`src/rtl/pva_pkg.sv`:
```
`timescale 1ns / 1ps
package pva_pkg;

  localparam int CHIPS_DEF    = 3;
  localparam int VPC_DEF      = 3;
  localparam int CHANNELS_DEF = 9;

  // The chip map register holds two bits for each of this many channels.
  localparam int MAP_CHANNELS = 9;
  localparam int MAX_RESULTS  = 9;
  localparam int LIST_W       = 4;
  localparam int UNISON_WIDTH = 3;
  localparam int STEAL_LIMIT  = 16;
  localparam int HOLD_W       = 9;

  localparam logic [1:0]  MODE_SEMI = 2'd0;
  localparam logic [1:0]  MODE_FULL = 2'd1;
  localparam logic [1:0]  MODE_MONO = 2'd2;
  localparam logic [17:0] MAP_RESET = 18'd173376;

  typedef enum logic [2:0] {
    ACT_NONE    = 3'd0,
    ACT_TRIGGER = 3'd1,
    ACT_MARK    = 3'd2,
    ACT_HOLD    = 3'd3,
    ACT_STOP    = 3'd4
  } action_t;

  typedef enum logic [2:0] {
    CFG_POLY_MODE    = 3'd0,
    CFG_UNISON_MODE  = 3'd1,
    CFG_LINK_MASK    = 3'd2,
    CFG_LINK_CHIPS   = 3'd3,
    CFG_FX_RESERVE   = 3'd4,
    CFG_CHIP_MAP     = 3'd5,
    CFG_RELEASE_HOLD = 3'd6
  } cfg_idx_t;

  typedef struct packed {
    logic [1:0]        poly_mode;
    logic              unison_mode;
    logic [2:0]        link_voice_mask;
    logic [1:0]        link_chips;
    logic              fx_reserve;
    logic [17:0]       channel_chip_map;
    logic [HOLD_W-1:0] release_hold_mask;
  } cfg_t;

  typedef struct packed {
    logic       valid;
    logic [3:0] voice;
    action_t    act;
  } res_wr_t;

endpackage

```
`src/rtl/pva_in_if.sv`:
```
`timescale 1ns / 1ps
interface pva_in_if;
  logic       valid;
  logic       ready;
  logic       opcode;
  logic [3:0] channel;
  logic [6:0] note;
  logic       sustain_held;

  modport source (output valid, opcode, channel, note, sustain_held, input ready);
  modport sink (input valid, opcode, channel, note, sustain_held, output ready);
endinterface

```
`src/rtl/pva_out_if.sv`:
```
`timescale 1ns / 1ps
interface pva_out_if;
  logic       valid;
  logic       ready;
  logic [3:0] voice_index;
  logic [2:0] action;
  logic       last;

  modport source (output valid, voice_index, action, last, input ready);
  modport sink (input valid, voice_index, action, last, output ready);
endinterface

```
`src/rtl/pva_cfg_if.sv`:
```
`timescale 1ns / 1ps
interface pva_cfg_if;
  logic        valid;
  logic        ready;
  logic [2:0]  index;
  logic [17:0] data;

  modport source (output valid, index, data, input ready);
  modport sink (input valid, index, data, output ready);
endinterface

```
`src/rtl/pva_cfg_regs.sv`:
```
`timescale 1ns / 1ps
module pva_cfg_regs import pva_pkg::*; (
  input  logic        clk,
  input  logic        rst_n,
  input  logic        wr_valid,
  output logic        wr_ready,
  input  logic [2:0]  wr_index,
  input  logic [17:0] wr_data,
  output cfg_t        cfg_q
);

  cfg_t cfg_r;

  assign wr_ready = 1'b1;
  assign cfg_q    = cfg_r;

  always_ff @(posedge clk) begin
    if (!rst_n) begin
      cfg_r.poly_mode         <= MODE_FULL;
      cfg_r.unison_mode       <= 1'b0;
      cfg_r.link_voice_mask   <= 3'd0;
      cfg_r.link_chips        <= 2'd0;
      cfg_r.fx_reserve        <= 1'b0;
      cfg_r.channel_chip_map  <= MAP_RESET;
      cfg_r.release_hold_mask <= '0;
    end else if (wr_valid) begin
      case (cfg_idx_t'(wr_index))
        CFG_POLY_MODE:    cfg_r.poly_mode         <= wr_data[1:0];
        CFG_UNISON_MODE:  cfg_r.unison_mode       <= wr_data[0];
        CFG_LINK_MASK:    cfg_r.link_voice_mask   <= wr_data[2:0];
        CFG_LINK_CHIPS:   cfg_r.link_chips        <= wr_data[1:0];
        CFG_FX_RESERVE:   cfg_r.fx_reserve        <= wr_data[0];
        CFG_CHIP_MAP:     cfg_r.channel_chip_map  <= wr_data;
        CFG_RELEASE_HOLD: cfg_r.release_hold_mask <= wr_data[HOLD_W-1:0];
        default: ;
      endcase
    end
  end

endmodule

```
`src/rtl/pva_emit.sv`:
```
`timescale 1ns / 1ps
module pva_emit import pva_pkg::*; (
  input  logic       clk,
  input  logic       rst_n,
  input  res_wr_t    res_wr,
  input  logic       flush,
  output logic       busy,
  output logic       out_valid,
  input  logic       out_ready,
  output logic [3:0] out_voice_index,
  output logic [2:0] out_action,
  output logic       out_last
);

  logic [3:0]        lv_r [MAX_RESULTS];
  action_t           la_r [MAX_RESULTS];
  logic [LIST_W-1:0] cnt_r;
  logic [LIST_W-1:0] rd_r;
  logic              drain_r;
  logic              ov_r;
  logic [3:0]        ovi_r;
  action_t           oa_r;
  logic              olast_r;
  logic              load;
  logic              is_last;

  assign load    = drain_r && (!ov_r || out_ready);
  assign is_last = (cnt_r == '0) || (rd_r == cnt_r - LIST_W'(1));
  assign busy    = drain_r;

  assign out_valid       = ov_r;
  assign out_voice_index = ovi_r;
  assign out_action      = oa_r;
  assign out_last        = olast_r;

  always_ff @(posedge clk) begin
    if (res_wr.valid && cnt_r < LIST_W'(MAX_RESULTS)) begin
      lv_r[cnt_r] <= res_wr.voice;
      la_r[cnt_r] <= res_wr.act;
    end
    if (load) begin
      // An item that touched no voice still gets one beat.
      ovi_r   <= (cnt_r == '0) ? 4'd0 : lv_r[rd_r];
      oa_r    <= (cnt_r == '0) ? ACT_NONE : la_r[rd_r];
      olast_r <= is_last;
    end
  end

  always_ff @(posedge clk) begin
    if (!rst_n) begin
      cnt_r   <= '0;
      rd_r    <= '0;
      drain_r <= 1'b0;
      ov_r    <= 1'b0;
    end else begin
      if (res_wr.valid && cnt_r < LIST_W'(MAX_RESULTS)) begin
        cnt_r <= cnt_r + LIST_W'(1);
      end
      if (flush) begin
        drain_r <= 1'b1;
        rd_r    <= '0;
      end
      if (load) begin
        ov_r <= 1'b1;
        if (is_last) begin
          drain_r <= 1'b0;
          cnt_r   <= '0;
        end else begin
          rd_r <= rd_r + LIST_W'(1);
        end
      end else if (out_ready) begin
        ov_r <= 1'b0;
      end
    end
  end

endmodule

```
`src/rtl/pva_core.sv`:
```
`timescale 1ns / 1ps
module pva_core import pva_pkg::*; #(
  parameter int CHIPS           = CHIPS_DEF,
  parameter int VOICES_PER_CHIP = VPC_DEF,
  parameter int CHANNELS        = CHANNELS_DEF
) (
  input  logic       clk,
  input  logic       rst_n,
  input  cfg_t       cfg_q,
  input  logic       in_valid,
  output logic       in_ready,
  input  logic       in_opcode,
  input  logic [3:0] in_channel,
  input  logic [6:0] in_note,
  input  logic       in_sustain,
  output res_wr_t    res_wr,
  output logic       flush,
  input  logic       emit_busy
);

  localparam int VPC  = VOICES_PER_CHIP;
  localparam int NV   = CHIPS * VPC;
  localparam int IW   = (NV > 1) ? $clog2(NV) : 1;
  localparam int VW   = (VPC > 1) ? $clog2(VPC) : 1;
  localparam int CW   = (CHIPS > 1) ? $clog2(CHIPS) : 1;
  localparam int WANT = (NV < UNISON_WIDTH) ? NV : UNISON_WIDTH;

  typedef enum logic [9:0] {
    S_IDLE   = 10'b0000000001,
    S_SCAN   = 10'b0000000010,
    S_DECIDE = 10'b0000000100,
    S_ACT    = 10'b0000001000,
    S_UOCC   = 10'b0000010000,
    S_USTEAL = 10'b0000100000,
    S_PSTEAL = 10'b0001000000,
    S_OFF    = 10'b0010000000,
    S_FLUSH  = 10'b0100000000,
    S_WAIT   = 10'b1000000000
  } state_t;

  state_t state_r, state_nxt;

  // Event
  logic          op_r, sus_r;
  logic [3:0]    ch_r;
  logic [6:0]    note_r;
  logic [1:0]    c_ev_r;

  // Scan position
  logic [IW-1:0] idx_r;
  logic [1:0]    sc_r;
  logic [VW-1:0] sv_r;

  // Scan findings
  logic          has_m_r, has_f_r;
  logic [IW-1:0] m_idx_r, f_idx_r;
  logic [IW-1:0] ul_r [UNISON_WIDTH];
  logic [IW-1:0] uf_r [UNISON_WIDTH];
  logic [IW-1:0] ol_r [UNISON_WIDTH];
  logic [1:0]    un_r, ufn_r, on_r, j_r;
  logic [NV-1:0] mvec_r, fmask_r;

  // Activation target
  logic [1:0]     tgt_c_r;
  logic [VW-1:0]  k_r;
  logic [VPC-1:0] am_r;
  logic           extra_en_r, l0hit_r;

  // Steal pointers and voice state
  logic [IW-1:0]  pptr_r, pstart_r, uptr_r;
  logic [3:0]     step_r;
  logic [VW-1:0]  cptr_r [CHIPS];
  logic           busy_r [NV];
  logic [6:0]     vnote_r [NV];
  logic [3:0]     owner_r [NV];

  function automatic logic [3:0] quo_f(input logic [3:0] p);
    logic [3:0] q;
    q = '0;
    for (int k = 1; k < 16; k++) begin
      if (7'(k * VPC) <= {3'b000, p}) q = 4'(k);
    end
    return q;
  endfunction

  function automatic logic [3:0] rem_f(input logic [3:0] p);
    logic [3:0] q;
    q = quo_f(p);
    return 4'(p - 4'(q * VPC));
  endfunction

  function automatic logic [1:0] chip_of_f(input logic [3:0] ch);
    logic [1:0] c;
    c = '0;
    for (int k = 0; k < MAP_CHANNELS; k++) begin
      if (ch == 4'(k)) c = cfg_q.channel_chip_map[2*k +: 2];
    end
    return c;
  endfunction

  function automatic logic [VPC-1:0] allowed_f(input logic [1:0] c);
    logic [VPC-1:0] lm;
    lm = VPC'(cfg_q.link_voice_mask);
    if (cfg_q.link_voice_mask == 3'd0) return '1;
    if (c == 2'd0) return lm;
    if (c == 2'd1 && cfg_q.link_chips[0]) return lm;
    if (c == 2'd2 && cfg_q.link_chips[1]) return lm;
    return '1;
  endfunction

  // A linked voice brings along all linked voices of its chip.
  function automatic logic [VPC-1:0] am_f(input logic [VW-1:0] v);
    logic [VPC-1:0] lm;
    lm = VPC'(cfg_q.link_voice_mask);
    return lm[v] ? lm : (VPC'(1) << v);
  endfunction

  // Mode decode
  logic          uni, is_mono, is_full, is_semi, ign;
  logic [2:0]    maxc;
  logic [4:0]    maxv;
  logic [VPC-1:0] lm_v;
  logic [NV-1:0] hold_v;

  assign uni     = cfg_q.unison_mode;
  assign is_mono = !uni && cfg_q.poly_mode == MODE_MONO;
  assign is_full = !uni && cfg_q.poly_mode == MODE_FULL;
  assign is_semi = !uni && !is_mono && !is_full;
  assign maxc    = (cfg_q.fx_reserve && CHIPS > 1) ? 3'(CHIPS - 1) : 3'(CHIPS);
  assign maxv    = 5'({2'b00, maxc} * 5'(VPC));
  assign lm_v    = VPC'(cfg_q.link_voice_mask);
  assign hold_v  = NV'(cfg_q.release_hold_mask);
  assign ign     = ({1'b0, ch_r} >= 5'(CHANNELS)) || (is_full && ch_r != 4'd0) ||
                   ((is_mono || is_semi) && {1'b0, c_ev_r} >= 3'(CHIPS));

  // Current voice at the scan position
  logic           cur_busy, cur_match, cur_alw, scope;
  logic [VPC-1:0] alw_row;

  assign alw_row   = allowed_f(sc_r);
  assign cur_alw   = alw_row[sv_r];
  assign cur_busy  = busy_r[idx_r];
  assign cur_match = cur_busy && owner_r[idx_r] == ch_r && vnote_r[idx_r] == note_r;
  assign scope     = is_full ? ({1'b0, sc_r} < maxc) : (sc_r == c_ev_r);

  // Decision
  logic [3:0]     vm4;
  logic [VW-1:0]  vm;
  logic [VPC-1:0] a_ev;
  logic [3:0]     tsel_q, tsel_r4;
  logic           sf_found;
  logic [VW-1:0]  sf_v, sf_walk;

  assign vm4     = rem_f(ch_r);
  assign vm      = VW'(vm4);
  assign a_ev    = allowed_f(c_ev_r);
  assign tsel_q  = quo_f(4'(has_m_r ? m_idx_r : f_idx_r));
  assign tsel_r4 = rem_f(4'(has_m_r ? m_idx_r : f_idx_r));

  always_comb begin
    sf_found = 1'b0;
    sf_v     = '0;
    sf_walk  = cptr_r[c_ev_r[CW-1:0]];
    for (int s = 0; s < VPC; s++) begin
      if (!sf_found && a_ev[sf_walk]) begin
        sf_found = 1'b1;
        sf_v     = sf_walk;
      end
      sf_walk = (sf_walk == VW'(VPC - 1)) ? '0 : sf_walk + VW'(1);
    end
  end

  // Poly steal step
  logic [3:0]     ps_c4, ps_v4;
  logic [VPC-1:0] ps_row;
  logic           ps_ok;
  logic [4:0]     ps_t0, ps_t1, ps_t2;
  logic [IW-1:0]  ps_next;

  assign ps_c4   = quo_f(4'(pptr_r));
  assign ps_v4   = rem_f(4'(pptr_r));
  assign ps_row  = allowed_f(2'(ps_c4));
  assign ps_ok   = ({1'b0, ps_c4} < {2'b00, maxc}) && ps_row[VW'(ps_v4)];
  assign ps_t0   = 5'(pptr_r) + 5'd1;
  assign ps_t1   = (ps_t0 >= maxv) ? ps_t0 - maxv : ps_t0;
  assign ps_t2   = (ps_t1 >= maxv) ? ps_t1 - maxv : ps_t1;
  assign ps_next = IW'(ps_t2);

  // Release pass
  logic    off_hit, off_extra;
  action_t off_act;

  assign off_hit = is_mono ? (sc_r == c_ev_r && am_r[sv_r] && mvec_r[idx_r]) :
                   (is_full || uni) ? mvec_r[idx_r] : (sc_r == c_ev_r && mvec_r[idx_r]);
  assign off_extra = extra_en_r && sc_r == 2'd0 && lm_v[sv_r] && l0hit_r;
  assign off_act   = sus_r ? ACT_MARK : (hold_v[idx_r] ? ACT_HOLD : ACT_STOP);

  logic [IW-1:0] act_idx;
  logic          occ_en, stop_en;
  logic [IW-1:0] occ_idx;

  assign act_idx = IW'(4'({2'b00, tgt_c_r} * 4'(VPC)) + 4'(k_r));
  assign in_ready = (state_r == S_IDLE);

  always_comb begin
    state_nxt = state_r;
    occ_en    = 1'b0;
    occ_idx   = idx_r;
    stop_en   = 1'b0;
    res_wr    = '0;
    flush     = 1'b0;
    case (state_r)
      S_IDLE: begin
        if (in_valid) state_nxt = S_SCAN;
      end
      S_SCAN: begin
        if (idx_r == IW'(NV - 1)) state_nxt = S_DECIDE;
      end
      S_DECIDE: begin
        if (ign) begin
          state_nxt = S_FLUSH;
        end else if (op_r) begin
          state_nxt = S_OFF;
        end else if (uni) begin
          state_nxt = ((un_r != 2'd0) || (ufn_r != 2'd0)) ? S_UOCC : S_USTEAL;
        end else if (is_mono) begin
          state_nxt = a_ev[vm] ? S_ACT : S_FLUSH;
        end else if (has_m_r || has_f_r) begin
          state_nxt = S_ACT;
        end else if (is_full) begin
          state_nxt = S_PSTEAL;
        end else begin
          state_nxt = sf_found ? S_ACT : S_FLUSH;
        end
      end
      S_ACT: begin
        if (am_r[k_r]) begin
          occ_en  = 1'b1;
          occ_idx = act_idx;
        end
        if (k_r == VW'(VPC - 1)) state_nxt = S_FLUSH;
      end
      S_UOCC: begin
        occ_en  = 1'b1;
        occ_idx = ol_r[j_r];
        // Voices that already play the note are retriggered and nothing is stolen.
        if (j_r == on_r - 2'd1) begin
          state_nxt = (on_r == 2'(WANT) || un_r != 2'd0) ? S_FLUSH : S_USTEAL;
        end
      end
      S_USTEAL: begin
        if (!fmask_r[uptr_r]) begin
          occ_en  = 1'b1;
          occ_idx = uptr_r;
          if (on_r == 2'(WANT - 1)) state_nxt = S_FLUSH;
        end
      end
      S_PSTEAL: begin
        if (ps_ok) begin
          state_nxt = S_ACT;
        end else if (ps_next == pstart_r || step_r == 4'(STEAL_LIMIT - 1)) begin
          state_nxt = S_FLUSH;
        end
      end
      S_OFF: begin
        if (off_hit || off_extra) begin
          res_wr.valid = 1'b1;
          res_wr.voice = 4'(idx_r);
          res_wr.act   = off_act;
          stop_en      = (off_act == ACT_STOP);
        end
        if (idx_r == IW'(NV - 1)) state_nxt = S_FLUSH;
      end
      S_FLUSH: begin
        flush     = 1'b1;
        state_nxt = S_WAIT;
      end
      S_WAIT: begin
        if (!emit_busy) state_nxt = S_IDLE;
      end
      default: state_nxt = S_IDLE;
    endcase
    if (occ_en) begin
      res_wr.valid = 1'b1;
      res_wr.voice = 4'(occ_idx);
      res_wr.act   = ACT_TRIGGER;
    end
  end

  // Datapath registers without reset
  always_ff @(posedge clk) begin
    case (state_r)
      S_IDLE: begin
        op_r   <= in_opcode;
        ch_r   <= in_channel;
        note_r <= in_note;
        sus_r  <= in_sustain;
        c_ev_r <= chip_of_f(in_channel);
      end
      S_SCAN: begin
        mvec_r[idx_r] <= cur_match;
        if (!has_m_r && cur_match && scope && (is_full || cur_alw)) m_idx_r <= idx_r;
        if (!has_f_r && !cur_busy && cur_alw && scope) f_idx_r <= idx_r;
        if (cur_match && un_r < 2'(WANT)) ul_r[un_r] <= idx_r;
        if (!cur_busy && ufn_r < 2'(WANT)) uf_r[ufn_r] <= idx_r;
      end
      S_DECIDE: begin
        k_r <= '0;
        j_r <= 2'd0;
        if (op_r) begin
          am_r       <= am_f(vm);
          extra_en_r <= is_semi ? (c_ev_r == 2'd0) : ((is_full || uni) ? sus_r : 1'b0);
          l0hit_r    <= |(mvec_r[VPC-1:0] & lm_v);
        end else if (uni) begin
          for (int u = 0; u < UNISON_WIDTH; u++) ol_r[u] <= (un_r != 2'd0) ? ul_r[u] : uf_r[u];
        end else if (is_mono) begin
          tgt_c_r <= c_ev_r;
          am_r    <= am_f(vm);
        end else if (has_m_r || has_f_r) begin
          tgt_c_r <= 2'(tsel_q);
          am_r    <= am_f(VW'(tsel_r4));
        end else if (is_full) begin
          pstart_r <= pptr_r;
        end else begin
          tgt_c_r <= c_ev_r;
          am_r    <= am_f(sf_v);
        end
      end
      S_ACT: k_r <= k_r + VW'(1);
      S_UOCC: j_r <= j_r + 2'd1;
      S_PSTEAL: begin
        if (ps_ok) begin
          tgt_c_r <= 2'(ps_c4);
          am_r    <= am_f(VW'(ps_v4));
        end
      end
      default: ;
    endcase
    if (occ_en) begin
      vnote_r[occ_idx] <= note_r;
      owner_r[occ_idx] <= ch_r;
    end
  end

  // Control state, pointers and busy flags
  always_ff @(posedge clk) begin
    if (!rst_n) begin
      state_r <= S_IDLE;
      idx_r   <= '0;
      sc_r    <= '0;
      sv_r    <= '0;
      has_m_r <= 1'b0;
      has_f_r <= 1'b0;
      un_r    <= 2'd0;
      ufn_r   <= 2'd0;
      on_r    <= 2'd0;
      fmask_r <= '0;
      step_r  <= '0;
      pptr_r  <= '0;
      uptr_r  <= '0;
      for (int c = 0; c < CHIPS; c++) cptr_r[c] <= '0;
      for (int i = 0; i < NV; i++) busy_r[i] <= 1'b0;
    end else begin
      state_r <= state_nxt;
      case (state_r)
        S_IDLE: begin
          idx_r   <= '0;
          sc_r    <= '0;
          sv_r    <= '0;
          has_m_r <= 1'b0;
          has_f_r <= 1'b0;
          un_r    <= 2'd0;
          ufn_r   <= 2'd0;
          fmask_r <= '0;
        end
        S_SCAN, S_OFF: begin
          if (state_r == S_SCAN) begin
            if (!has_m_r && cur_match && scope && (is_full || cur_alw)) has_m_r <= 1'b1;
            if (!has_f_r && !cur_busy && cur_alw && scope) has_f_r <= 1'b1;
            if (cur_match && un_r < 2'(WANT)) un_r <= un_r + 2'd1;
            if (!cur_busy && ufn_r < 2'(WANT)) ufn_r <= ufn_r + 2'd1;
          end
          if (idx_r == IW'(NV - 1)) begin
            idx_r <= '0;
            sc_r  <= '0;
            sv_r  <= '0;
          end else begin
            idx_r <= idx_r + IW'(1);
            if (sv_r == VW'(VPC - 1)) begin
              sv_r <= '0;
              sc_r <= sc_r + 2'd1;
            end else begin
              sv_r <= sv_r + VW'(1);
            end
          end
        end
        S_DECIDE: begin
          step_r <= '0;
          on_r   <= (un_r != 2'd0) ? un_r : ufn_r;
          // Semi poly steal: the chip pointer moves past the chosen voice.
          if (!ign && !op_r && is_semi && !has_m_r && !has_f_r && sf_found) begin
            cptr_r[c_ev_r[CW-1:0]] <= (sf_v == VW'(VPC - 1)) ? '0 : sf_v + VW'(1);
          end
        end
        S_USTEAL: begin
          uptr_r <= (uptr_r == IW'(NV - 1)) ? '0 : uptr_r + IW'(1);
          if (!fmask_r[uptr_r]) on_r <= on_r + 2'd1;
        end
        S_PSTEAL: begin
          pptr_r <= ps_next;
          step_r <= step_r + 4'd1;
        end
        default: ;
      endcase
      if (occ_en) begin
        busy_r[occ_idx]  <= 1'b1;
        fmask_r[occ_idx] <= 1'b1;
      end
      if (stop_en) busy_r[idx_r] <= 1'b0;
    end
  end

endmodule

```
`src/rtl/poly_voice_allocator.sv`:
```
`timescale 1ns / 1ps
// Voice allocator for a bank of CHIPS x VOICES_PER_CHIP synthesizer voices.
// The input channel carries note-on and note-off events; each event yields
// one or more result beats on the output channel (voice index and action),
// the final one flagged by last. An event that touches no voice yields a
// single beat with action none.
// Configuration registers are written through the cfg channel, which is
// always ready; write them only while no event is in flight.
// Timing: in_ready is high only in the idle state. An accepted event is
// scanned over all NV voices (one voice a cycle through the shared compare
// unit) and decided in a decision state, then goes to the trigger states,
// to unison trigger and unison steal steps (up to three voices in all), to
// poly steal steps ahead of the trigger states (up to sixteen candidates),
// or to a release pass over all voices; then a flush state hands the list
// to the output, which sends one result beat per cycle while the receiver
// is ready, and in_ready returns once the list is drained.
// Results are held in a small list and sent through an output register; a
// stalled receiver holds the current beat and delays the next event.
// Reset (synchronous, active low) frees all voices, clears the steal
// pointers and loads the register defaults.
module poly_voice_allocator import pva_pkg::*; #(
  parameter int CHIPS           = CHIPS_DEF,
  parameter int VOICES_PER_CHIP = VPC_DEF,
  parameter int CHANNELS        = CHANNELS_DEF
) (
  input logic       clk,
  input logic       rst_n,
  pva_in_if.sink    in_chan,
  pva_out_if.source out_chan,
  pva_cfg_if.sink   cfg_chan
);

  cfg_t    cfg_q;
  res_wr_t res_wr;
  logic    flush;
  logic    emit_busy;

  pva_cfg_regs u_cfg (
    .clk      (clk),
    .rst_n    (rst_n),
    .wr_valid (cfg_chan.valid),
    .wr_ready (cfg_chan.ready),
    .wr_index (cfg_chan.index),
    .wr_data  (cfg_chan.data),
    .cfg_q    (cfg_q)
  );

  pva_core #(
    .CHIPS           (CHIPS),
    .VOICES_PER_CHIP (VOICES_PER_CHIP),
    .CHANNELS        (CHANNELS)
  ) u_core (
    .clk        (clk),
    .rst_n      (rst_n),
    .cfg_q      (cfg_q),
    .in_valid   (in_chan.valid),
    .in_ready   (in_chan.ready),
    .in_opcode  (in_chan.opcode),
    .in_channel (in_chan.channel),
    .in_note    (in_chan.note),
    .in_sustain (in_chan.sustain_held),
    .res_wr     (res_wr),
    .flush      (flush),
    .emit_busy  (emit_busy)
  );

  pva_emit u_emit (
    .clk             (clk),
    .rst_n           (rst_n),
    .res_wr          (res_wr),
    .flush           (flush),
    .busy            (emit_busy),
    .out_valid       (out_chan.valid),
    .out_ready       (out_chan.ready),
    .out_voice_index (out_chan.voice_index),
    .out_action      (out_chan.action),
    .out_last        (out_chan.last)
  );

endmodule
```
`src/flat_wrapper.sv`:
```
// flat-port wrapper written by rule: the top's interface ports become plain ports
module poly_voice_allocator_flat import pva_pkg::*;
#(
  parameter int CHIPS           = CHIPS_DEF,
  parameter int VOICES_PER_CHIP = VPC_DEF,
  parameter int CHANNELS        = CHANNELS_DEF
)
  (clk, rst_n, in_chan_valid, in_chan_opcode, in_chan_channel, in_chan_note, in_chan_sustain_held, in_chan_ready, out_chan_valid, out_chan_voice_index, out_chan_action, out_chan_last, out_chan_ready, cfg_chan_valid, cfg_chan_index, cfg_chan_data, cfg_chan_ready);
  pva_in_if in_chan_i ();
  pva_out_if out_chan_i ();
  pva_cfg_if cfg_chan_i ();
  input logic clk;
  input logic rst_n;
  input wire logic [$bits(in_chan_i.valid)-1:0] in_chan_valid;
  input wire logic [$bits(in_chan_i.opcode)-1:0] in_chan_opcode;
  input wire logic [$bits(in_chan_i.channel)-1:0] in_chan_channel;
  input wire logic [$bits(in_chan_i.note)-1:0] in_chan_note;
  input wire logic [$bits(in_chan_i.sustain_held)-1:0] in_chan_sustain_held;
  output wire logic [$bits(in_chan_i.ready)-1:0] in_chan_ready;
  output wire logic [$bits(out_chan_i.valid)-1:0] out_chan_valid;
  output wire logic [$bits(out_chan_i.voice_index)-1:0] out_chan_voice_index;
  output wire logic [$bits(out_chan_i.action)-1:0] out_chan_action;
  output wire logic [$bits(out_chan_i.last)-1:0] out_chan_last;
  input wire logic [$bits(out_chan_i.ready)-1:0] out_chan_ready;
  input wire logic [$bits(cfg_chan_i.valid)-1:0] cfg_chan_valid;
  input wire logic [$bits(cfg_chan_i.index)-1:0] cfg_chan_index;
  input wire logic [$bits(cfg_chan_i.data)-1:0] cfg_chan_data;
  output wire logic [$bits(cfg_chan_i.ready)-1:0] cfg_chan_ready;
  assign in_chan_i.valid = in_chan_valid;
  assign in_chan_i.opcode = in_chan_opcode;
  assign in_chan_i.channel = in_chan_channel;
  assign in_chan_i.note = in_chan_note;
  assign in_chan_i.sustain_held = in_chan_sustain_held;
  assign in_chan_ready = in_chan_i.ready;
  assign out_chan_valid = out_chan_i.valid;
  assign out_chan_voice_index = out_chan_i.voice_index;
  assign out_chan_action = out_chan_i.action;
  assign out_chan_last = out_chan_i.last;
  assign out_chan_i.ready = out_chan_ready;
  assign cfg_chan_i.valid = cfg_chan_valid;
  assign cfg_chan_i.index = cfg_chan_index;
  assign cfg_chan_i.data = cfg_chan_data;
  assign cfg_chan_ready = cfg_chan_i.ready;
  poly_voice_allocator #(.CHIPS(CHIPS), .VOICES_PER_CHIP(VOICES_PER_CHIP), .CHANNELS(CHANNELS)) u_core (.clk(clk), .rst_n(rst_n), .in_chan(in_chan_i), .out_chan(out_chan_i), .cfg_chan(cfg_chan_i));
endmodule
```
`config.mk`:
```
export PLATFORM = sky130hd
export DESIGN_NAME = poly_voice_allocator_flat
export DESIGN_NICKNAME = d
export VERILOG_FILES = /design/src/rtl/pva_pkg.sv /design/src/rtl/pva_in_if.sv /design/src/rtl/pva_out_if.sv /design/src/rtl/pva_cfg_if.sv /design/src/rtl/pva_cfg_regs.sv /design/src/rtl/pva_emit.sv /design/src/rtl/pva_core.sv /design/src/rtl/poly_voice_allocator.sv /design/src/flat_wrapper.sv
export SDC_FILE = /design/constraint.sdc
export NUM_CORES = 1
export LEC_CHECK = 0
export BUFFER_PORTS_ARGS = -buffer_cell sky130_fd_sc_hd__buf_2
export CAP_MARGIN = 20
export CORE_ASPECT_RATIO = 1.1
export CORE_UTILIZATION = 59
export CTS_BUF_LIST = sky130_fd_sc_hd__clkbuf_8
export DETAILED_ROUTE_END_ITERATION = 8
export HOLD_SLACK_MARGIN = 0.05
export PLACE_DENSITY_LB_ADDON = 0.2
export SYNTH_ARGS = -nofsm -noshare
export SYNTH_HDL_FRONTEND = slang
export SYNTH_SLANG_ARGS = --single-unit
```
`constraint.sdc`:
```
create_clock -name clk -period 4.03 [get_ports clk]
set_input_delay 1.0075 -clock clk [delete_from_list [all_inputs] [get_ports clk]]
set_output_delay 1.0075 -clock clk [all_outputs]
set_load 0.02 [all_outputs]
```
==> results.py, run 1 <==
metrics = {
    "status": {
        "status": "finished, violations left",
        "violations": "setup timing",
    },
    "place": {
        "dp_slack_ns": -0.1251,
        "gp_congestion": 0.8775,
        "dp_cells": 1946,
        "dpl.hpwl_um": 27400,
        "portBuffers": 48,
    },
    "global_routing": {
        "grt_pass1_wl_um": 63830,
        "overflow": 0,
        "antenna_found_initial": 0,
        "grt_pass1_vias": 12030,
        "track_usage_pct": 26.46,
        "grt_max_degree": 68,
    },
    "sta": {
        "finClkSkew_ns": 0.04483,
        "setup_violations": 5,
        "finalCritPeriodShare_pct": 102.4,
        "tns_ns": -0.2729,
        "hold_viol": 0,
        "relSlewSlack_pct": 37.46,
        "fin_ws_ns": -0.09540,
        "grt_setup_unrepaired": "true",
        "slew_violations": 0,
        "max_freq_mhz": 242.4,
        "post-route-min-period_ns": 4.125,
        "worstMarginPinSlew_ns": 0.9368,
    },
    "drt": {
        "drtIter0Drc": 932,
        "vias": 12440,
        "vias_per_cell": 5.983,
        "ant_nets": 0,
        "wire_per_inst_um": 19.69,
        "drc": 0,
        "drt_pass1_iterations": 5,
        "finalWirelength_um": 40940,
    },
    "floorplan": {
        "coreArea_um2": 29810,
        "num_rows": 66,
        "io_pins": 50,
        "die_y_um": 185.4,
        "die_w_um": 168.7,
        "die_area_um2": 31280,
        "initial_core_util_pct": 60.51,
    },
    "cts": {
        "cts_tree": "yes",
        "clockRootBuffer": "clkbuf_8",
        "worstSkewPairLatency_ns": 0.65,
        "cts_max_level": 2,
        "holdBufCountCts": 0,
        "clk_transition_reported_paths_ns": 0.06,
        "clk_path_buf_depth": 3,
        "numClockSinks": 378,
        "numCtsBuffers": 58,
    },
    "power_and_ir_drop": {
        "clkPwrFrac_pct": 33.2,
        "power_frac_comb_pct": 17.4,
        "leakagePower_uw": 0.007213,
        "swShare_pct": 29.22,
        "power.density_nw_per_um2": 459.7,
        "ir_drop_mv": 0.2816,
        "p_total_uw": 9439,
        "seqPwrFrac_pct": 49.4,
        "netSwitchingPower_uw": 2758,
        "internal-power_uw": 6681,
    },
    "cells_and_area": {
        "final_common_cell": "edfxtp_1",
        "diodes": 0,
        "stdcell_count": 2079,
        "seqCellArea_um2": 10260,
        "drive_gt1_share_pct": 20.47,
        "synthToLayoutAreaGrowth_pct": 13.84,
        "final_cell_mix": "edfxtp_1, nand2_1, nor2_1",
        "multi_input_area_um2": 7498,
        "fin_nets": 1715,
        "fillers": 2151,
    },
    "yosys": {
        "synthArstFlopShare_pct": 0,
        "syn_avg_cell_area_um2": 11.96,
        "yosysUniqueCellTypes": 92,
        "ys_seq_area_share_pct": 56.82,
        "syn_inst": 1508,
        "synth-main-ff-cell": "edfxtp_1",
        "synth-warning-count": 0,
        "ys_ff_latch": 378,
        "synth-edff-count": 268,
        "netlist_area_um2": 18040,
    },
    "flow_run": {
        "max_cap_violations": 0,
    },
    "worst_setup_path": {
        "cp.required_ns": 4.57,
        "r2r_slack_ns": -0.1,
        "critPathMaxFanout": 7,
        "startpoint_type": "flop",
        "worstSetupPathType": "reg -> reg",
        "worstPathArrival_ns": 4.67,
        "worst-r2r-cell-count": 19,
        "end_kind": "flop",
        "startpoint": "u_core.u_core.pptr_r[0]$_SDFFE_PN0P_",
        "rr_startpoint": "u_core.u_core.pptr_r[0]$_SDFFE_PN0P_",
        "crit_path_end": "u_core.u_core.state_r[8]$_SDFFE_PN0P_",
        "r2r-end": "u_core.u_core.state_r[8]$_SDFFE_PN0P_",
    },
    "min_path": {
        "hold_class": "reg -> reg",
        "hp-start": "u_core.u_cfg.cfg_q[1]$_SDFFE_PN0P_",
    },
}
[logic make-up (layout without fill, tap and decap cells)]
family | after synthesis | after routing | share of synthesized area [%]
DFF | 378 | 378 | 56.82
xor gates and xnor gates | 38 | 38 | 1.845
adders and majority gates | 56 | 56 | 4.023
and+or+nand+nor | 500 | 500 | 13.71
other | 2 | 3 | 0.04163
buffers and inverters | 132 | 294 | 2.962
muxes | 122 | 122 | 10.45
AOI/OAI and AO/OA | 280 | 280 | 10.15
[per-layer routing]
metal | wire, µm | vias to the layer above | global-route usage (%)
li1 | - | 5846 | -
met1 | 16890 | 6104 | 34.45
met2 | 20200 | 394 | 44.76
met3 | 2441 | 94 | 4.038
met4 | 1411 | 0 | 10.22
met5 | 0 | - | 0
[metrics by stage]
step	utilization, %	hold WS (ns)	area [µm²]
2_1_floorplan	-	0.4064	18140
4_1_cts	68.30	0.4563	20360
3_3_place_gp	63.76	0.4395	19010
5_1_grt	68.88	0.4724	20530
3_5_place_dp	63.76	0.4477	19010
6_report	68.88	0.4530	20530
[sequential cells by signal, indices dropped and copies added (netlist names), 7 cells and up, named ones only]
register and flops:
u_core.u_core.busy_r 16, u_core.u_core.ul_r 12, u_core.u_core.owner_r 36, u_core.u_core.note_r 7
u_core.u_cfg.cfg_q 36, u_core.u_core.mvec_r 9, u_core.u_core.cptr_r 8, u_core.u_emit.lv_r 36
u_core.u_core.fmask_r 9, u_core.u_emit.la_r 27, u_core.u_core.state_r 10, u_core.u_core.vnote_r 63
u_core.u_core.ol_r 12, u_core.u_core.uf_r 12
[power by group through the flow]
stage / clock network, µW / logic, µW / registers, µW
after floorplan: 0 / 1140 / 4670
after global placement: 0 / 1570 / 4730
after detailed placement: 0 / 1600 / 4740
after CTS: 3170 / 1620 / 4660
after global routing: 3340 / 1780 / 4680
final: 3130 / 1650 / 4660
[synthesized netlist by cell type, types with 5 or more instances]
cell type,n,share of area [%]
o31a_1,5,0.24
nor2b_1,22,0.76
nor3b_1,8,0.33
mux2i_1,50,2.8
nor3_1,21,0.58
nand2b_1,17,0.59
a211oi_1,10,0.42
o22ai_1,8,0.28
nand4_1,8,0.28
inv_1,51,1.1
nand2_1,144,3.0
o21a_1,11,0.46
edfxtp_1,268,45
xor2_1,16,0.78
a21oi_1,90,2.5
a31o_2,5,0.24
o211ai_1,13,0.54
nand4b_1,6,0.29
nand3_1,40,1.1
nor4b_1,8,0.39
or4_1,5,0.21
mux2_2,21,1.3
dfxtp_1,110,12
buf_2,10,0.28
ha_1,50,3.5
or3_1,9,0.31
mux4_2,51,6.4
o21ai_1,9,0.25
a31oi_1,8,0.28
xnor2_1,22,1.1
and3_1,13,0.45
and2_1,29,1.0
nor2_1,138,2.9
o31ai_1,10,0.42
clkbuf_1,61,1.3
nor4_1,6,0.21
a22oi_1,8,0.33
o21ai_0,49,1.4
[cell type report]
class,instances,area share [%]
clock buffer,64,4.290
clock inverter,45,1.353
inverter,53,0.9993
multi-input combinational,999,36.52
sequential,378,49.98
tap,408,2.486
timing repair buffer,132,4.381
[how the worst min path moves through the flow]
stage | to | slack [ns] | depth (start not counted)
finish | u_core.u_cfg.cfg_q[1]$_SDFFE_PN0P_ | 0.45 | 2
global route | u_core.u_cfg.cfg_q[9]$_SDFFE_PN0P_ | 0.47 | 2
CTS | u_core.u_cfg.cfg_q[20]$_SDFFE_PN0P_ | 0.46 | 2
detailed placement | u_core.u_cfg.cfg_q[25]$_SDFFE_PN0P_ | 0.45 | 2
global placement | u_core.u_cfg.cfg_q[1]$_SDFFE_PN0P_ | 0.44 | 2
floorplan | u_core.u_core.pstart_r[3]$_DFFE_PP_ | 0.41 | 0
[critical path, stage by stage, from the launching register on]
cell      delay [ns]
dfxtp_4         0.38
buf_4           0.14
buf_4           0.13
buf_4           0.15
ha_4            0.27
a41oi_2         0.13
nand2b_1        0.20
buf_4           0.16
nor2_2          0.05
or3_4           0.37
inv_2           0.08
ha_4            0.20
a41o_1          0.21
a211o_1         0.33
or2_4           0.26
o31a_1          0.29
a22oi_2         0.25
o21ai_4         0.12
buf_4           0.16
a211oi_2        0.15
[repair_timing]
action,4_1_cts,5_1_grt
resized for setup,15,21
buffers inserted,14,9
setup endpoints to repair,10,13
pin swaps,13,16
Power figures use the tool's default switching activity.
==> run 2, diff against run 1 <==
SYNTH_HIERARCHICAL = 1   (was default)
==> run 2 against run 1 <==
  * The run still ends with setup timing left
  * Count of clock-buffer cells in the layout is 6 higher
  * Worst hold slack better by 0.0059 ns
  * Clock power hardly changed
  * Worst setup slack worse by 0.039 ns
  * Via count is 3.0% higher
  * Cell count is 4.5% higher
==> results.py, run 2 <==
metrics = {
    "status": {
        "status": "finished, violations left",
        "violations": "setup timing",
    },
    "yosys": {
        "syn_inst": 1554,
        "synthArstFlopShare_pct": 0,
        "synth-warning-count": 6,
        "yosys-top-cells-area": "edfxtp_1, dfxtp_1, mux2i_1",
        "netlist.area_leader.share_pct": 43.87,
        "syn_avg_cell_area_um2": 11.80,
        "synth-edff-count": 268,
        "synthTopCellsByCount": "edfxtp_1, nand2_1, nor2_1",
        "yosysUniqueCellTypes": 86,
        "synth_area_leader_cell": "edfxtp_1",
        "ys_ff_latch": 378,
        "ys_seq_area_share_pct": 55.88,
        "synth_most_common_cell": "edfxtp_1",
        "netlist_area_um2": 18340,
        "synth-main-ff-cell": "edfxtp_1",
    },
    "floorplan": {
        "num_rows": 67,
        "io_pins": 50,
        "die_y_um": 186.9,
        "initial_core_util_pct": 60.12,
        "die_area_um2": 31800,
        "coreArea_um2": 30510,
        "die_w_um": 170.1,
    },
    "sta": {
        "max_freq_mhz": 240.1,
        "worstMarginPinSlew_ns": 1.086,
        "tns_ns": -0.4710,
        "grt_setup_unrepaired": "true",
        "fin_ws_ns": -0.1349,
        "finClkSkew_ns": 0.04056,
        "slew_violations": 0,
        "post-route-min-period_ns": 4.165,
        "relSlewSlack_pct": 26.68,
        "hold_viol": 0,
        "finalCritPeriodShare_pct": 103.3,
        "setup_violations": 6,
    },
    "min_path": {
        "hold_class": "reg -> reg",
    },
    "cts": {
        "clk_path_buf_depth": 3,
        "cts_max_level": 2,
        "worstSkewPairLatency_ns": 0.64,
        "numClockSinks": 378,
        "numCtsBuffers": 59,
        "clockRootBuffer": "clkbuf_8",
        "holdBufCountCts": 0,
        "clk_transition_reported_paths_ns": 0.06,
        "cts_tree": "yes",
    },
    "drt": {
        "ant_nets": 0,
        "drc": 0,
        "finalWirelength_um": 42500,
        "drt_pass1_iterations": 6,
        "vias_per_cell": 5.895,
        "vias": 12810,
        "drtIter0Drc": 1011,
        "wire_per_inst_um": 19.56,
    },
    "power_and_ir_drop": {
        "ir_drop_mv": 0.3670,
        "power.density_nw_per_um2": 448.5,
        "leakagePower_uw": 0.007705,
    },
    "global_routing": {
        "grt_max_degree": 37,
        "overflow": 0,
        "grt_pass1_wl_um": 67040,
        "track_usage_pct": 27.15,
        "antenna_found_initial": 0,
        "grt_pass1_vias": 12750,
    },
    "worst_setup_path": {
        "path_common_cell": "ha_4",
        "max_stage_delay_ns": 0.40,
        "worstSetupPathType": "reg -> reg",
        "worstPathArrival_ns": 4.67,
        "startpoint_type": "flop",
        "critical_path_buf_inv_count": 3,
        "cp_slowest_cell": "or3_4",
        "path_cells": "buf_6 > ha_4 > xnor2_4 > inv_2 > ha_4 > o21a_1 > o31a_1 > buf_6 > o21ai_4 > and2_4 > ha_4 > nor2b_4 > o31a_1 > or3_4 > nor2_4 > a311oi_2 > nor4_4 > o31ai_4 > a311oi_1",
        "cp.required_ns": 4.54,
        "path_delay_family": "compound AO/OA/AOI/OAI gates",
        "end_kind": "flop",
        "critPathMaxFanout": 6,
    },
    "cells_and_area": {
        "fin_nets": 1801,
        "synthToLayoutAreaGrowth_pct": 16.40,
        "largest_reg_flops": 63,
        "final_cell_mix": "edfxtp_1, nand2_1, nor2_1",
        "final_common_cell": "edfxtp_1",
        "diodes": 0,
        "drive_gt1_share_pct": 21.89,
        "final_area_um2": 21350,
        "fillers": 2171,
        "largest_register": "u_core/u_core/vnote_r",
    },
    "place": {
        "placed_cell_area_um2": 19760,
        "dpl.hpwl_um": 29300,
        "portBuffers": 48,
        "gp_congestion": 0.8956,
    },
    "flow_run": {
        "max_cap_violations": 0,
    },
}
[run 2: changes by cell type in the layout (fill, tap and decap cells not counted), sizes merged, moves of 7 or more]
cell	previous run	this run
o21a	11	4
inv	75	84
nand3	40	25
buf	132	167
mux2i	50	85
a211oi	10	19
o31ai	12	5
nor2b	22	38
a21oi	91	75
nand2	144	175
nor3	21	30
[run 2: logic make-up (layout without fill, tap and decap cells)]
logic type	Yosys count	count (layout)	synth area share [%]
xor gates and xnor gates	35	35	1.753
muxes	149	149	11.66
AOI/OAI and AO/OA	267	267	9.488
other	2	3	0.04094
buffers and inverters	136	340	3.138
and+or+nand+nor	533	533	14.21
adders and majority gates	54	54	3.833
DFF	378	378	55.88
[run 2: worst paths after layout]
check / depth (start not counted) / start / endpoint / slack (ns)
worst max register to register: 19 / u_core/u_core/pptr_r[0]$_SDFFE_PN0P_ / u_core/u_core/state_r[8]$_SDFFE_PN0P_ / -0.13
worst min register to register: 2 / u_core/u_cfg/cfg_q[10]$_SDFFE_PN0P_ / u_core/u_cfg/cfg_q[10]$_SDFFE_PN0P_ / 0.46
worst min-delay path: 2 / u_core/u_cfg/cfg_q[10]$_SDFFE_PN0P_ / u_core/u_cfg/cfg_q[10]$_SDFFE_PN0P_ / 0.46
worst max-delay path: 19 / u_core/u_core/pptr_r[0]$_SDFFE_PN0P_ / u_core/u_core/state_r[8]$_SDFFE_PN0P_ / -0.13
[run 2: layout make-up]
| type | count | area [µm²] | area share (%) |
|---|---|---|---|
| clock buffers | 70 | 963.4 | 4.512 |
| clock inverters | 41 | 222.7 | 1.043 |
| inverters | 62 | 235.2 | 1.102 |
| multi-input cells | 1041 | 7959 | 37.27 |
| flip-flops and latches | 378 | 10260 | 48.05 |
| well taps | 414 | 518.0 | 2.426 |
| repair buffers | 167 | 1194 | 5.590 |
[run 2: timing repair]
action / CTS / global route
pin swaps: 27 / 7
endpoints found under the hold margin: 0 / 0
cloned: 0 / 0
buffers inserted: 17 / 5
resized for setup: 31 / 13
setup endpoints to repair: 7 / 14
[run 2: per-stage QoR]
step / std cells / hold slack, ns / setup slack (ns) / util (%) / total power [µW]
floorplan: 1555 / 0.4064 / -0.02509 / - / 5828
global placement: 2042 / 0.4409 / -0.2387 / 64.74 / 6370
detailed placement: 2042 / 0.4488 / -0.3760 / 64.74 / 6434
CTS: 2168 / 0.4605 / -0.1724 / 69.51 / 9615
global route: 2173 / 0.4812 / -0.3214 / 69.98 / 10010
finish: 2173 / 0.4589 / -0.1349 / 69.98 / 9576
[run 2: where the power goes]
part / internal (µW) / leakage, µW / total, µW / switching, µW
registers: 4450 / 0.00326 / 4690 / 238
clock network: 1660 / 0.000699 / 3160 / 1500
logic: 678 / 0.00375 / 1730 / 1050
[run 2: tightest hold or removal path, stage by stage, from the launching register on]
cell and delay (ns):
dfxtp_1 0.31, nand2_1 0.05, mux2i_1 0.05
[run 2: metal layers]
metal	global-route usage (%)	vias up	routed length (µm)
li1	-	6071	-
met1	35.24	6247	17820
met2	46.30	411	21210
met3	4.084	81	2264
met4	9.529	0	1201
met5	0	-	0
==> run 3, diff against run 2 <==
RECOVER_POWER = 50   (was default)
==> run 3 against run 2 <==
  * The run ends with capacitance limit, slew limit, setup timing left
  * Largest power group unchanged
  * Die area unchanged
  * Cell area decreased by 0.43%
  * Worst setup slack got worse by 0.0063 ns
  * Clock skew increased by 0.00053 ns
  * Total power decreased by 0.21%
  * Non-clock buffer count unchanged
  * Maximum frequency decreased by 0.15%
  * First-iteration DRC count increased by 8.9%
  * Critical path depth unchanged
  * Count of clock-buffer cells in the layout unchanged
  * Global-route usage unchanged
==> results.py, run 3 (synthesis results as in run 2) <==
metrics = {
    "status": {
        "status": "finished, violations left",
        "violations": "capacitance limit, slew limit, setup timing",
    },
    "worst_setup_path": {
        "worstSetupPathType": "reg -> reg",
        "end_kind": "flop",
        "worstPathArrival_ns": 4.68,
        "critPathMaxFanout": 6,
        "startpoint_type": "flop",
        "cp.required_ns": 4.53,
    },
    "cells_and_area": {
        "fin_util_pct": 69.67,
        "fin_nets": 1801,
        "stdcell_count": 2173,
        "diodes": 0,
        "largest_reg_flops": 63,
        "largest_register": "u_core/u_core/vnote_r",
        "final_common_cell": "edfxtp_1",
        "synthToLayoutAreaGrowth_pct": 15.90,
        "drive_gt1_share_pct": 19.90,
        "final_cell_mix": "edfxtp_1, nand2_1, nor2_1",
    },
    "drt": {
        "ant_nets": 0,
        "vias_per_cell": 5.895,
        "vias": 12810,
        "finalWirelength_um": 42510,
        "drt_pass1_iterations": 6,
        "drtIter0Drc": 1101,
        "drc": 0,
        "wire_per_inst_um": 19.56,
    },
    "sta": {
        "relSlewSlack_pct": -7.718,
        "worstMarginPinSlew_ns": 1.616,
        "tns_ns": -0.4957,
        "finalCritPeriodShare_pct": 103.5,
        "hold_slack_ns": 0.4600,
        "fin_ws_ns": -0.1412,
        "slew_violations": 37,
        "hold_viol": 0,
        "max_freq_mhz": 239.7,
        "setup_violations": 6,
        "grt_setup_unrepaired": "true",
        "post-route-min-period_ns": 4.171,
        "finClkSkew_ns": 0.04109,
    },
    "cts": {
        "cts_tree": "yes",
        "numCtsBuffers": 59,
        "cts_max_level": 2,
        "clk_path_buf_depth": 3,
        "worstSkewPairLatency_ns": 0.64,
        "clockRootBuffer": "clkbuf_8",
        "numClockSinks": 378,
        "clk_transition_reported_paths_ns": 0.06,
    },
    "place": {
        "dp_cells": 2042,
        "dpl.hpwl_um": 29300,
        "gp_congestion": 0.8956,
        "portBuffers": 48,
    },
    "power_and_ir_drop": {
        "leakagePower_uw": 0.007594,
        "power.density_nw_per_um2": 449.5,
        "ir_drop_mv": 0.3684,
    },
    "floorplan": {
        "die_area_um2": 31800,
        "io_pins": 50,
        "die_w_um": 170.1,
        "die_y_um": 186.9,
        "num_rows": 67,
        "coreArea_um2": 30510,
        "initial_core_util_pct": 60.12,
    },
    "min_path": {
        "hold_class": "reg -> reg",
    },
    "global_routing": {
        "track_usage_pct": 27.15,
        "grt_max_degree": 37,
        "grt_pass1_vias": 12750,
        "overflow": 0,
        "grt_pass1_wl_um": 67040,
        "antenna_found_initial": 0,
    },
    "flow_run": {
        "max_cap_violations": 1,
    },
}
==> run 3: routing by layer <==
metal  part of all wire [%]  vias up  routed length [µm]  track usage [%]
li1                       -     6067                   -                -
met1                     41     6215               17610            35.24
met2                     50      446               21310            46.30
met3                    5.6       82                2394            4.084
met4                    2.8        0                1190            9.529
met5                      0        -                   0                0
==> run 3: area by class of cell <==
type	instances	area [µm²]
clock buffers	70	963.4
clock inverters	41	222.7
inverters	62	235.2
multi-input cells	1041	7944
flip-flops and latches	378	10260
repair buffers	167	1116
fillers	2198	9254
well taps	414	518.0
==> run 3: worst paths after layout <==
| kind | from | end | slack (ns) | cells past startpoint |
|---|---|---|---|---|
| setup reg to reg | u_core/u_core/pptr_r[0]$_SDFFE_PN0P_ | u_core/u_core/state_r[8]$_SDFFE_PN0P_ | -0.14 | 19 |
| hold / removal | u_core/u_cfg/cfg_q[10]$_SDFFE_PN0P_ | u_core/u_cfg/cfg_q[10]$_SDFFE_PN0P_ | 0.46 | 2 |
| setup / recovery | u_core/u_core/pptr_r[0]$_SDFFE_PN0P_ | u_core/u_core/state_r[8]$_SDFFE_PN0P_ | -0.14 | 19 |
| hold reg to reg | u_core/u_cfg/cfg_q[10]$_SDFFE_PN0P_ | u_core/u_cfg/cfg_q[10]$_SDFFE_PN0P_ | 0.46 | 2 |
==> run 3: worst max-delay path: stages (launching register included) <==
cell      delay (ns)
dfxtp_4         0.35
buf_6           0.13
ha_4            0.17
xnor2_4         0.14
inv_2           0.07
ha_4            0.27
o21a_1          0.14
o31a_1          0.25
buf_6           0.14
o21ai_4         0.05
and2_4          0.15
ha_4            0.23
nor2b_4         0.12
o31a_1          0.29
or3_4           0.40
nor2_4          0.13
a311oi_2        0.13
nor4_4          0.38
o31ai_4         0.13
a311oi_1        0.33
==> run 3: metrics by stage <==
step	setup slack [ns]	power, µW	area [µm²]
after floorplan	-0.02509	5828	18550
after global placement	-0.2387	6370	19760
after detailed placement	-0.3760	6434	19760
after CTS	-0.1724	9615	21210
after global routing	-0.3214	9994	21260
final	-0.1412	9556	21260
==> run 3: power by group <==
| group | switching (µW) | internal [µW] | leakage (µW) |
|---|---|---|---|
| registers | 237 | 4450 | 0.00326 |
| clock network | 1500 | 1660 | 0.000699 |
| logic | 1050 | 663 | 0.00364 |
| total | 2780 | 6770 | 0.00759 |
==> run 3: repair_timing <==
| action | in CTS | in global routing |
|---|---|---|
| cloned | 0 | 0 |
| setup endpoints to repair | 7 | 14 |
| hold buffers | 0 | 0 |
| resized for setup | 31 | 13 |
| buffers inserted | 17 | 5 |
| pin swaps | 27 | 7 |
